### src/rtl/core/mlqs_pkg.sv
// shared types and codes for the multilevel queue slot scheduler
`timescale 1ns / 1ps

package mlqs_pkg;

	// fixed field widths of the transaction payloads
	localparam int KIND_W   = 2;
	localparam int LEVEL_W  = 3;
	localparam int PID_W    = 8;
	localparam int STATUS_W = 2;

	// request kinds
	localparam logic [KIND_W-1:0] KIND_ENQ   = 2'd0;
	localparam logic [KIND_W-1:0] KIND_DEQ   = 2'd1;
	localparam logic [KIND_W-1:0] KIND_SPEND = 2'd2;
	localparam logic [KIND_W-1:0] KIND_NOP   = 2'd3;

	// result status codes
	localparam logic [STATUS_W-1:0] ST_OK        = 2'd0;
	localparam logic [STATUS_W-1:0] ST_EMPTY     = 2'd1;
	localparam logic [STATUS_W-1:0] ST_FULL      = 2'd2;
	localparam logic [STATUS_W-1:0] ST_EXHAUSTED = 2'd3;

	// level picker flags
	typedef struct packed {
		logic any_busy;
		logic refill;
	} pick_t;

endpackage

### src/rtl/core/multilevel_queue_slot_scheduler.sv
// top level of the multilevel queue slot scheduler
//
//  channel | signals                       | direction | handshake
//  --------+-------------------------------+-----------+-----------------------
//  request | kind, level, proc_id          | in        | in_valid / in_ready
//  result  | status, out_id, out_level     | out       | out_valid / out_ready
//
// one transaction per cycle sustained while the result side is not stalled
// the request sits in an input register, level selection, fifo update and memory read
// happen on the edge that moves it into the result register
// reset clears pointers and fill counts and loads every credit at once; no clearing pass
// a stalled result holds the input register, which still frees when the result is taken
`timescale 1ns / 1ps

module multilevel_queue_slot_scheduler
	import mlqs_pkg::*;
#(
	parameter int NUM_PRIO    = 8,
	parameter int QUEUE_DEPTH = 16,
	parameter int ID_BITS     = 8
) (
	input  logic                clk,
	input  logic                arst_n,
	input  logic                in_valid,
	output logic                in_ready,
	input  logic [KIND_W-1:0]   kind,
	input  logic [LEVEL_W-1:0]  level,
	input  logic [PID_W-1:0]    proc_id,
	output logic                out_valid,
	input  logic                out_ready,
	output logic [STATUS_W-1:0] status,
	output logic [PID_W-1:0]    out_id,
	output logic [LEVEL_W-1:0]  out_level
);

	localparam int LVL_W = $clog2(NUM_PRIO);

	logic                 v_s1;
	logic [KIND_W-1:0]    kind_s1;
	logic [LEVEL_W-1:0]   level_s1;
	logic [PID_W-1:0]     id_s1;

	logic                 adv_s1;
	logic                 lvl_ok;
	logic [LVL_W-1:0]     lvl_idx;

	logic                 push_en;
	logic                 pop_en;
	logic                 spend_en;
	logic                 refill_en;
	logic                 deq_ok;
	logic [STATUS_W-1:0]  st_d;

	logic [NUM_PRIO-1:0]  busy;
	logic [NUM_PRIO-1:0]  full;
	logic [NUM_PRIO-1:0]  credit_nz;
	logic [NUM_PRIO-1:0]  credit_le1;
	logic [LVL_W-1:0]     sel;
	pick_t                pick;
	logic [ID_BITS-1:0]   rd_id_q;

	logic                 out_valid_q;
	logic [STATUS_W-1:0]  status_q;
	logic                 deq_q;
	logic [LEVEL_W-1:0]   olvl_q;

	assign adv_s1   = v_s1 && (!out_valid_q || out_ready);
	assign in_ready = !v_s1 || adv_s1;

	assign lvl_ok  = (32'(level_s1) < 32'(NUM_PRIO));
	assign lvl_idx = LVL_W'(level_s1);

	always_ff @(posedge clk or negedge arst_n) begin
		if (!arst_n) begin
			v_s1 <= 1'b0;
		end else if (in_ready) begin
			v_s1 <= in_valid;
		end
	end

	always_ff @(posedge clk) begin
		if (in_valid && in_ready) begin
			kind_s1  <= kind;
			level_s1 <= level;
			id_s1    <= proc_id;
		end
	end

	mlqs_pick #(
		.NUM_PRIO (NUM_PRIO)
	) u_pick (
		.busy      (busy),
		.credit_nz (credit_nz),
		.sel       (sel),
		.pick      (pick)
	);

	always_comb begin
		push_en   = 1'b0;
		pop_en    = 1'b0;
		spend_en  = 1'b0;
		refill_en = 1'b0;
		deq_ok    = 1'b0;
		st_d      = ST_OK;
		unique case (kind_s1)
			KIND_ENQ: begin
				if (!lvl_ok) begin
					st_d = ST_FULL;
				end else if (full[lvl_idx]) begin
					st_d = ST_FULL;
				end else begin
					push_en = adv_s1;
				end
			end
			KIND_DEQ: begin
				if (!pick.any_busy) begin
					st_d = ST_EMPTY;
				end else begin
					deq_ok    = 1'b1;
					pop_en    = adv_s1;
					refill_en = adv_s1 && pick.refill;
				end
			end
			KIND_SPEND: begin
				if (lvl_ok) begin
					spend_en = adv_s1;
					// credit ends at zero whether it was one or already empty
					if (credit_le1[lvl_idx]) begin
						st_d = ST_EXHAUSTED;
					end
				end
			end
			KIND_NOP: begin
			end
			default: begin
			end
		endcase
	end

	mlqs_fifo #(
		.NUM_PRIO    (NUM_PRIO),
		.QUEUE_DEPTH (QUEUE_DEPTH),
		.ID_BITS     (ID_BITS)
	) u_fifo (
		.clk      (clk),
		.arst_n   (arst_n),
		.push_en  (push_en),
		.push_lvl (lvl_idx),
		.push_id  (ID_BITS'(id_s1)),
		.pop_en   (pop_en),
		.pop_lvl  (sel),
		.rd_id_q  (rd_id_q),
		.busy     (busy),
		.full     (full)
	);

	mlqs_credit #(
		.NUM_PRIO (NUM_PRIO)
	) u_credit (
		.clk        (clk),
		.arst_n     (arst_n),
		.spend_en   (spend_en),
		.spend_lvl  (lvl_idx),
		.refill_en  (refill_en),
		.busy       (busy),
		.credit_nz  (credit_nz),
		.credit_le1 (credit_le1)
	);

	always_ff @(posedge clk or negedge arst_n) begin
		if (!arst_n) begin
			out_valid_q <= 1'b0;
		end else if (adv_s1) begin
			out_valid_q <= 1'b1;
		end else if (out_ready) begin
			out_valid_q <= 1'b0;
		end
	end

	always_ff @(posedge clk) begin
		if (adv_s1) begin
			status_q <= st_d;
			deq_q    <= deq_ok;
			olvl_q   <= deq_ok ? LEVEL_W'(sel) : '0;
		end
	end

	assign out_valid = out_valid_q;
	assign status    = status_q;
	assign out_level = olvl_q;
	// read data register only reloads on a dequeue, so gate it for other results
	assign out_id    = deq_q ? PID_W'(rd_id_q) : '0;

`ifndef ASSERT_OFF
	a_id_only_on_ok: assert property (@(posedge clk) disable iff (!arst_n)
		(out_valid && out_id != '0) |-> (status == ST_OK))
		else $error("nonzero out_id with a failing status");

	a_level_zero_on_fail: assert property (@(posedge clk) disable iff (!arst_n)
		(out_valid && (status == ST_EMPTY || status == ST_FULL || status == ST_EXHAUSTED))
		|-> (out_level == '0 && out_id == '0))
		else $error("result fields not cleared on a failing status");

	a_result_follows: assert property (@(posedge clk) disable iff (!arst_n)
		adv_s1 |=> out_valid)
		else $error("request left the input register without a result");

	a_no_push_pop: assert property (@(posedge clk) disable iff (!arst_n)
		!(push_en && (pop_en || spend_en)))
		else $error("more than one state update for one transaction");
`endif

endmodule

### src/rtl/core/mlqs_pick.sv
// level picker: first busy level with credit, or first busy level after a refill
`timescale 1ns / 1ps

module mlqs_pick
	import mlqs_pkg::*;
#(
	parameter int NUM_PRIO = 8
) (
	input  logic [NUM_PRIO-1:0]         busy,
	input  logic [NUM_PRIO-1:0]         credit_nz,
	output logic [$clog2(NUM_PRIO)-1:0] sel,
	output pick_t                       pick
);

	localparam int LVL_W = $clog2(NUM_PRIO);

	logic [NUM_PRIO-1:0] elig;
	logic [NUM_PRIO-1:0] cand;

	assign elig = busy & credit_nz;
	// when no busy level has credit, every busy level is refilled and wins on priority
	assign cand = (|elig) ? elig : busy;

	assign pick.any_busy = |busy;
	assign pick.refill   = (|busy) && !(|elig);

	always_comb begin
		sel = '0;
		for (int i = NUM_PRIO - 1; i >= 0; i--) begin
			if (cand[i]) begin
				sel = LVL_W'(i);
			end
		end
	end

endmodule

### src/rtl/core/mlqs_credit.sv
// per-level slot credits with saturating spend and refill of busy levels
`timescale 1ns / 1ps

module mlqs_credit
	import mlqs_pkg::*;
#(
	parameter int NUM_PRIO = 8
) (
	input  logic                        clk,
	input  logic                        arst_n,
	input  logic                        spend_en,
	input  logic [$clog2(NUM_PRIO)-1:0] spend_lvl,
	input  logic                        refill_en,
	input  logic [NUM_PRIO-1:0]         busy,
	output logic [NUM_PRIO-1:0]         credit_nz,
	output logic [NUM_PRIO-1:0]         credit_le1
);

	localparam int CRED_W = $clog2(NUM_PRIO + 1);

	logic [CRED_W-1:0] cred_q [NUM_PRIO];

	always_comb begin
		for (int l = 0; l < NUM_PRIO; l++) begin
			credit_nz[l]  = (cred_q[l] != '0);
			credit_le1[l] = (cred_q[l] <= CRED_W'(1));
		end
	end

	always_ff @(posedge clk or negedge arst_n) begin
		if (!arst_n) begin
			for (int l = 0; l < NUM_PRIO; l++) begin
				cred_q[l] <= CRED_W'(NUM_PRIO - l);
			end
		end else if (refill_en) begin
			for (int l = 0; l < NUM_PRIO; l++) begin
				if (busy[l]) begin
					cred_q[l] <= CRED_W'(NUM_PRIO - l);
				end
			end
		end else if (spend_en && cred_q[spend_lvl] != '0) begin
			cred_q[spend_lvl] <= cred_q[spend_lvl] - CRED_W'(1);
		end
	end

endmodule

### src/rtl/core/mlqs_fifo.sv
// per-level id fifos in one shared memory with head, tail and fill count per level
`timescale 1ns / 1ps

module mlqs_fifo
	import mlqs_pkg::*;
#(
	parameter int NUM_PRIO    = 8,
	parameter int QUEUE_DEPTH = 16,
	parameter int ID_BITS     = 8
) (
	input  logic                        clk,
	input  logic                        arst_n,
	input  logic                        push_en,
	input  logic [$clog2(NUM_PRIO)-1:0] push_lvl,
	input  logic [ID_BITS-1:0]          push_id,
	input  logic                        pop_en,
	input  logic [$clog2(NUM_PRIO)-1:0] pop_lvl,
	output logic [ID_BITS-1:0]          rd_id_q,
	output logic [NUM_PRIO-1:0]         busy,
	output logic [NUM_PRIO-1:0]         full
);

	localparam int PTR_W = $clog2(QUEUE_DEPTH);
	localparam int CNT_W = $clog2(QUEUE_DEPTH + 1);

	logic [ID_BITS-1:0] mem [NUM_PRIO][QUEUE_DEPTH];
	logic [PTR_W-1:0]   head_q [NUM_PRIO];
	logic [PTR_W-1:0]   tail_q [NUM_PRIO];
	logic [CNT_W-1:0]   count_q [NUM_PRIO];

	function automatic logic [PTR_W-1:0] ptr_inc(input logic [PTR_W-1:0] p);
		ptr_inc = (p == PTR_W'(QUEUE_DEPTH - 1)) ? '0 : p + PTR_W'(1);
	endfunction

	always_comb begin
		for (int l = 0; l < NUM_PRIO; l++) begin
			busy[l] = (count_q[l] != '0);
			full[l] = (count_q[l] == CNT_W'(QUEUE_DEPTH));
		end
	end

	always_ff @(posedge clk) begin
		if (push_en) begin
			mem[push_lvl][tail_q[push_lvl]] <= push_id;
		end
	end

	always_ff @(posedge clk) begin
		if (pop_en) begin
			rd_id_q <= mem[pop_lvl][head_q[pop_lvl]];
		end
	end

	always_ff @(posedge clk or negedge arst_n) begin
		if (!arst_n) begin
			for (int l = 0; l < NUM_PRIO; l++) begin
				head_q[l]  <= '0;
				tail_q[l]  <= '0;
				count_q[l] <= '0;
			end
		end else begin
			if (push_en) begin
				tail_q[push_lvl]  <= ptr_inc(tail_q[push_lvl]);
				count_q[push_lvl] <= count_q[push_lvl] + CNT_W'(1);
			end
			if (pop_en) begin
				head_q[pop_lvl]  <= ptr_inc(head_q[pop_lvl]);
				count_q[pop_lvl] <= count_q[pop_lvl] - CNT_W'(1);
			end
		end
	end

endmodule

### config.mk
export PLATFORM = sky130hd
export DESIGN_NAME = multilevel_queue_slot_scheduler
export DESIGN_NICKNAME = d
export VERILOG_FILES = /design/src/rtl/core/mlqs_pkg.sv /design/src/rtl/core/multilevel_queue_slot_scheduler.sv /design/src/rtl/core/mlqs_pick.sv /design/src/rtl/core/mlqs_credit.sv /design/src/rtl/core/mlqs_fifo.sv
export SDC_FILE = /design/constraint.sdc
export NUM_CORES = 2
export LEC_CHECK = 0
export ABC_AREA = 1
export BUFFER_PORTS_ARGS = -buffer_cell sky130_fd_sc_hd__buf_4
export CELL_PAD_IN_SITES_DETAIL_PLACEMENT = 0
export CELL_PAD_IN_SITES_GLOBAL_PLACEMENT = 1
export CORE_MARGIN = 4
export CORE_UTILIZATION = 25
export DETAILED_ROUTE_END_ITERATION = 12
export GPL_ROUTABILITY_DRIVEN = 0
export PLACE_DENSITY = 0.46
export SLEW_MARGIN = 20
export SYNTH_ARGS = -nofsm -noshare
export SYNTH_HDL_FRONTEND = slang
export SYNTH_SLANG_ARGS = --single-unit
### constraint.sdc
create_clock -name clk -period 7.4 [get_ports clk]
set_clock_uncertainty 0.2 [all_clocks]
set_input_delay 1.48 -clock clk [delete_from_list [all_inputs] [get_ports clk]]
set_output_delay 1.48 -clock clk [all_outputs]
set_load 0.005 [all_outputs]
# Word-level counts from Yosys, hierarchy flattened
# Memories as Yosys holds them, arrays and structs flattened.
# Cells that the tools add are included.
dict set report word_totals {
  word_cells 209
  n_memories 1
  reg_bits 165
  inputBits 17
  ram_bits 1024
}
dict set report classes {
  mux 78
  n_addsub 5
  eq_ne 20
  reduce_logical 43
  bitwise_logic 5
  magnitude_cmp 16
}
# memory depth width read_ports rd_ports_with_merged_regs write_ports line_no
set memory_table {}
lappend memory_table {u_fifo.mem 8 128 1 0 1 mlqs_fifo.sv:26} ;# logic [ID_BITS-1:0] mem [NUM_PRIO][QUEUE_DEPTH];
# op count
set op_table {}
lappend op_table {{2-to-1 mux 128 bit} 1}
lappend op_table {{bitwise mux 32 bit} 3}
lappend op_table {{bitwise mux 40 bit} 2}
lappend op_table {{2-to-1 mux 40 bit} 2}
lappend op_table {{2-to-1 mux 4 bit} 18}
lappend op_table {{2-to-1 mux 32 bit} 2}
lappend op_table {{equality test 5 bit, second input constant} 8}
lappend op_table {{2-to-1 mux 8 bit} 5}
lappend op_table {{nonzero test 5 bit} 8}
lappend op_table {{binary-select mux 4 bit (select 3 bit)} 3}
lappend op_table {{nonzero test 4 bit} 9}
lappend op_table {{binary-select mux 8 bit (select 4 bit)} 1}
lappend op_table {{demux 8 bit (select 4 bit)} 1}
lappend op_table {{less-or-equal comparator 4 x 1 -> 1 bit, second input constant} 8}
lappend op_table {{binary-select mux 5 bit (select 3 bit)} 2}
lappend op_table {{demux 5 bit (select 3 bit)} 2}
lappend op_table {{2-to-1 mux 5 bit} 6}
lappend op_table {{demux 4 bit (select 3 bit)} 2}
lappend op_table {{2-to-1 mux 3 bit} 8}
lappend op_table {{inequality test 2 x 1 -> 1 bit, second input constant} 8}
lappend op_table {{AND reduction 2 bit} 8}
lappend op_table {{OR reduction 8 bit} 2}
lappend op_table {{2-to-1 mux 1 bit} 15}
lappend op_table {{greater-or-equal comparator 5 bit, second input constant} 2}
lappend op_table {{22 further kinds} 41}

# Depth between registers and ports, before layout
dict set report logic_depth {
  depth_word 20
  ltp_mapped 28
  depth_no_buf 26
}

# Hierarchy
# From an unflattened synthesis, not the netlist that was laid out.
dict set report unflattened {
  cells_unflattened 5551
  hier_area_um2 54284.6
}
# module area_each_um2 instances cells_each
set by_module_without_submodules {}
lappend by_module_without_submodules {mlqs_fifo 50712.4 1 5043}
lappend by_module_without_submodules {mlqs_credit 2265.9 1 342}
lappend by_module_without_submodules {multilevel_queue_slot_scheduler 1046.0 1 114}
lappend by_module_without_submodules {mlqs_pick 260.2 1 52}

# Worst setup path before layout
# Ideal clock, no wire load.
dict set report synth_timing {
  kind {input -> register}
  start {input port out_ready}
  end {register u_credit.cred_q[4] (netlist bit)}
  stages 12
  n_path_buf 1
  path_slack_ps 3786
  t_required_ps 7065
  t_arrival_ps 3279
  path_cell_list {inv_1 > nand2_1 > nand2_1 > nor2_1 > inv_1 > nor2_1 > clkbuf_1 > nor2_1 > nand2_1 > o21ai_1 > nand3_1 > o21ai_0}
}
dict set report synth_via {
  elab_chain_cells 7
}
# item line_no
set synth_lines {}
lappend synth_lines {{start, declared} multilevel_queue_slot_scheduler.sv:30} ;# input logic out_ready,
lappend synth_lines {{logical OR 1 bit *} multilevel_queue_slot_scheduler.sv:67} ;# assign adv_s1 = v_s1 && (!out_valid_q || out_ready);
lappend synth_lines {{logical AND 1 bit *} multilevel_queue_slot_scheduler.sv:67}
lappend synth_lines {{logical AND 1 bit} multilevel_queue_slot_scheduler.sv:121} ;# refill_en = adv_s1 && pick.refill;
lappend synth_lines {{2-to-1 mux 1 bit} multilevel_queue_slot_scheduler.sv:116} ;# if (!pick.any_busy) begin
lappend synth_lines {{2-to-1 mux 1 bit} multilevel_queue_slot_scheduler.sv:105} ;# unique case (kind_s1)
lappend synth_lines {{inequality test 2 x 1 -> 1 bit (no line) / nonzero test 2 bit (equally long branches)} -}
lappend synth_lines {{AND reduction 2 bit (no line)} -}
lappend synth_lines {{end signal, assigned by index} mlqs_credit.sv:33} ;# cred_q[l] <= CRED_W'(NUM_PRIO - l);
lappend synth_lines {{end signal, assigned by index} mlqs_credit.sv:38} ;# cred_q[l] <= CRED_W'(NUM_PRIO - l);
lappend synth_lines {{end signal, assigned by index} mlqs_credit.sv:42} ;# cred_q[spend_lvl] <= cred_q[spend_lvl] - CRED_W'(1);
lappend synth_lines {{end, declared} mlqs_credit.sv:21} ;# logic [CRED_W-1:0] cred_q [NUM_PRIO];
# Mark *: on every way between the ends. The rest lies on a longest branch, timed or not.
# A chain may end at the register's enable or synchronous reset.

# Worst setup path after layout
dict set report layout_timing {
  start {register u_fifo.count_q[0] (netlist bit)}
  end {register u_fifo.rd_id_q[4], data pin}
}
dict set report layout_via {
  elab_chain_cells 20
}
# item line_no
set layout_lines {}
lappend layout_lines {{start, declared} mlqs_fifo.sv:29} ;# logic [CNT_W-1:0] count_q [NUM_PRIO];
lappend layout_lines {{start signal, assigned by index} mlqs_fifo.sv:64} ;# count_q[push_lvl] <= count_q[push_lvl] + CNT_W'(1);
lappend layout_lines {{start signal, assigned by index} mlqs_fifo.sv:68} ;# count_q[pop_lvl] <= count_q[pop_lvl] - CNT_W'(1);
lappend layout_lines {{nonzero test 5 bit *} mlqs_fifo.sv:37} ;# busy[l] = (count_q[l] != '0);
lappend layout_lines {{AND 8 bit} mlqs_pick.sv:20} ;# assign elig = busy & credit_nz;
lappend layout_lines {{OR reduction 8 bit} mlqs_pick.sv:22} ;# assign cand = (|elig) ? elig : busy;
lappend layout_lines {{2-to-1 mux 8 bit *} mlqs_pick.sv:22}
lappend layout_lines {{2-to-1 mux 3 bit (7 in a row)} mlqs_pick.sv:30} ;# if (cand[i]) begin
lappend layout_lines {{2-to-1 mux 3 bit *} mlqs_pick.sv:30}
lappend layout_lines {{NOT 3 -> 4 bit (implied by the code)} mlqs_fifo.sv:50} ;# rd_id_q <= mem[pop_lvl][head_q[pop_lvl]];
lappend layout_lines {{binary-select mux 4 bit (select 3 bit)} mlqs_fifo.sv:50}
lappend layout_lines {{2-to-1 mux 4 bit (implied by the code) (2 in a row)} mlqs_fifo.sv:50}
lappend layout_lines {{NOT 4 -> 5 bit (implied by the code)} mlqs_fifo.sv:50}
lappend layout_lines {{binary-select mux 8 bit (select 4 bit) *} mlqs_fifo.sv:50}
lappend layout_lines {{2-to-1 mux 8 bit (implied by the code) * (2 in a row)} mlqs_fifo.sv:50}
lappend layout_lines {{end signal, assigned} mlqs_fifo.sv:50}
lappend layout_lines {{end, declared} mlqs_fifo.sv:18} ;# output logic [ID_BITS-1:0] rd_id_q,
# Mark *: on every way between the ends. The rest lies on a longest branch, timed or not. The select of a mux whose other input is x is not followed.

==> impl_metrics.py <==
metrics = {
    "synth": {
        "synthArstFlopShare": 0.1161,
        "synth_top_family_by_area": "simple AND/OR/NAND/NOR gates",
        "synth_common_cells": "nand2_1 (1378), edfxtp_1 (1051), inv_1 (858), nand3_1 (701), nor2_1 (377)",
        "syn_inst": 5455,
        "synth_fa_ha_area_frac": 0.002076,
        "synth_xor_area_frac": 0.001246,
        "syn-mean-instance-area_um2": 9.943,
        "syn_area_um2": 54240,
        "synth_cell_type_count": 50,
        "yosys.area_share.simple": 0.2321,
        "synthMuxAreaShare": 0,
        "ys.flop_type": "edfxtp_1",
        "yosys_warnings": 0,
        "netlist.area_leader.share": 0.5819,
        "yosysMostFrequentCell": "nand2_1",
        "synth_seq_area_share": 0.6459,
        "syn_nets": 5481,
        "synth_edf_count": 1051,
        "synth_compound_area_frac": 0.03375,
        "yosysTopAreaCell": "edfxtp_1",
        "synth.top_cells.by_area": "edfxtp_1 (58%), nand2_1 (9.5%), nand3_1 (6.5%)",
        "synth.ff_latch_count": 1189,
    },
    "sta": {
        "setup_violations": 0,
        "drv_slew": 0,
        "max_freq_mhz": 178.6,
        "post-route-min-period_ns": 5.600,
        "worst_pin_slew_ns": 1.337,
        "finalCritPeriodShare": 0.7568,
        "final-hold-violation-count": 0,
        "setup_tns_ns": 0,
        "rsz0062_at_grt": "no",
        "slew_headroom": 0.1086,
    },
    "hold_path": {
        "hold_start": "u_fifo.tail_q[22]",
        "min_delay_worst_endpoint": "u_fifo.tail_q[22]",
        "hold_class": "reg -> reg",
        "holdPathStages": 2,
    },
    "drt": {
        "drt-wirelength-per-cell_um": 22.48,
        "dr.pass1.iters": 7,
        "via_count": 37740,
        "postRouteAntennaNets": 0,
        "wl_met3_um": 7941,
        "drt_iter0_markers": 3162,
        "highest_layer": "met5",
        "vias_per_cell": 4.453,
        "drt_wl_total_um": 190600,
        "wirelength_met1_um": 90330,
        "drc": 0,
        "met2_wirelength_um": 87180,
    },
    "clocking": {
        "post_cts_buffers": 0,
        "cts_root_buffer": "clkbuf_16",
        "post_cts_resized": 0,
        "numCtsBuffers": 147,
        "htreeDepth": 4,
        "hold_buffers": 0,
        "clk_pin_slew_ns": 0.06,
        "clockBufferDepth": 3,
        "clkSinkCount": 1189,
        "insertion_delay_ns": 0.79,
        "cts_tree": "built",
    },
    "worst_setup_path": {
        "end_kind": "register",
        "rr_startpoint": "u_fifo.count_q[0]",
        "worstSetupPathType": "reg -> reg",
        "start_kind": "register",
        "crit_start": "u_fifo.count_q[0]",
        "worst-r2r-cell-count": 24,
        "arrival_ns": 5.95,
        "ff2ff_setup_slack_ns": 1.80,
        "critPathMaxFanout": 65,
        "critical_path_required_ns": 7.75,
        "reg2reg_to": "u_fifo.rd_id_q[4]",
    },
    "die": {
        "dieArea_um2": 224500,
        "floorplan.rows": 170,
        "die_y_um": 473.8,
        "die_x_um": 473.8,
        "coreArea_um2": 215300,
        "start_util": 0.2520,
        "io_pins": 32,
    },
    "cells_and_area": {
        "fin_nets": 5537,
        "area_growth_pct": 15.86,
        "fill_cells": 22700,
        "drive_gt1_frac": 0.08151,
        "ff_latch_area_um2": 35030,
        "multiInputGateArea_um2": 14640,
    },
    "global_routing": {
        "grt_pass1_vias": 36790,
        "grt_antenna_before_repair": 13,
        "grt_pass1_wl_um": 273800,
        "overflow": 0,
        "grtUsageTotal": 0.1679,
        "grt_max_degree": 167,
    },
    "pwr": {
        "p_per_area_nw_per_um2": 334.1,
        "p_leak_uw": 0.02573,
        "power.ir.vdd_worst_v": 0.0002317,
        "finalPower_uw": 20990,
    },
    "flow_run": {
        "max_cap_violations": 0,
    },
    "run_status": {
        "status": "complete, no violations",
    },
    "placement": {
        "hpwlAfterDp_um": 110700,
        "io_buffers": 31,
    },
}
## layer usage
metal  vias up  GRT usage
met5         -          0
met4        10    0.04834
met3       250    0.02732
met2       794     0.2666
met1     18610     0.2357
li1      18080          -
## metrics by stage
| stage | cell area, um^2 | hold slack (ns) | setup WS (ns) | utilization | instances |
|---|---|---|---|---|---|
| CTS | 62820 | 0.2731 | 1.741 | 0.2918 | 8469 |
| global route | 62820 | 0.2966 | 1.428 | 0.2918 | 8470 |
| finish | 62840 | 0.2765 | 1.800 | 0.2919 | 8477 |
| global placement | 58080 | 0.2578 | 1.717 | 0.2698 | 8200 |
| floorplan | 54240 | 0.2419 | 3.786 | - | 5455 |
| detailed placement | 58080 | 0.2597 | 1.737 | 0.2698 | 8200 |
## sequential cells by signal, summed over array words and instances (netlist names), 3 cells and up
name / count
out_level: 3
level_s1: 3
u_credit.cred_q: 32
u_fifo.mem: 1024
u_fifo.head_q: 32
id_s1: 8
u_fifo.rd_id_q: 8
u_fifo.tail_q: 32
u_fifo.count_q: 40
## area by class of cell
cell class / instances / share of cell area
antenna: 8 / 0.0003186
clock buffer: 200 / 0.06451
clock inverter: 69 / 0.01091
inverter: 873 / 0.05243
multi-input combinational: 3120 / 0.2329
sequential: 1189 / 0.5575
tap: 2838 / 0.05651
timing repair buffer: 180 / 0.02495
## kinds of logic after synthesis
family,count (synthesis)
fa+ha+maj,9
simple gates,2789
compound gates,316
xor+xnor,6
buf+inv,1146
flops,1189
## worst max-delay path by stage
stage | cells after the start | to
after global routing | 26 | u_fifo.rd_id_q[1]
after CTS | 24 | u_fifo.rd_id_q[4]
after floorplan | 12 | u_credit.cred_q[4]
after global placement | 24 | u_fifo.rd_id_q[4]
after detailed placement | 24 | u_fifo.rd_id_q[4]
final | 24 | u_fifo.rd_id_q[4]
## report_power, final
part	switching [uW]	internal, uW	total (uW)
Sequential	193	7660	7860
Clock	2990	4220	7210
Combinational	4550	1370	5920
Total	7730	13300	21000
## worst max-delay path, stage by stage (launching register included)
cell and delay [ns]:
dfrtp_1 0.39, nor2_1 0.26, nand3_1 0.26, nand2_1 0.15
nand2_1 0.09, nor2_4 0.13, nand2_4 0.09, nand3_1 0.08
nand2_1 0.09, nand2_1 0.08, nand2_1 0.05, nand2_1 0.07
nand2_2 0.11, nand2_8 0.36, buf_4 0.75, buf_4 0.64
nand3b_1 0.13, nand3_1 0.12, o21ai_0 0.10, nor2_1 0.35
nand2_1 0.24, nand3_1 0.18, nand3_1 0.11, nand3_1 0.10
nand2_1 0.06
## placed cells by master, fill, tap and decap left out, types with 16 or more instances in the layout
cell	n
nand3b_1	272
dfrtp_1	125
clkinv_2	17
o21ai_1	24
clkbuf_16	152
nor2_1	373
buf_12	17
o22ai_1	17
o21ai_0	187
a221oi_1	16
inv_1	851
nand3_1	701
a21oi_1	18
clkbuf_1	41
clkinv_1	33
buf_4	162
edfxtp_1	1051
nand2_1	1378
(Power assumes the default switching activity.)
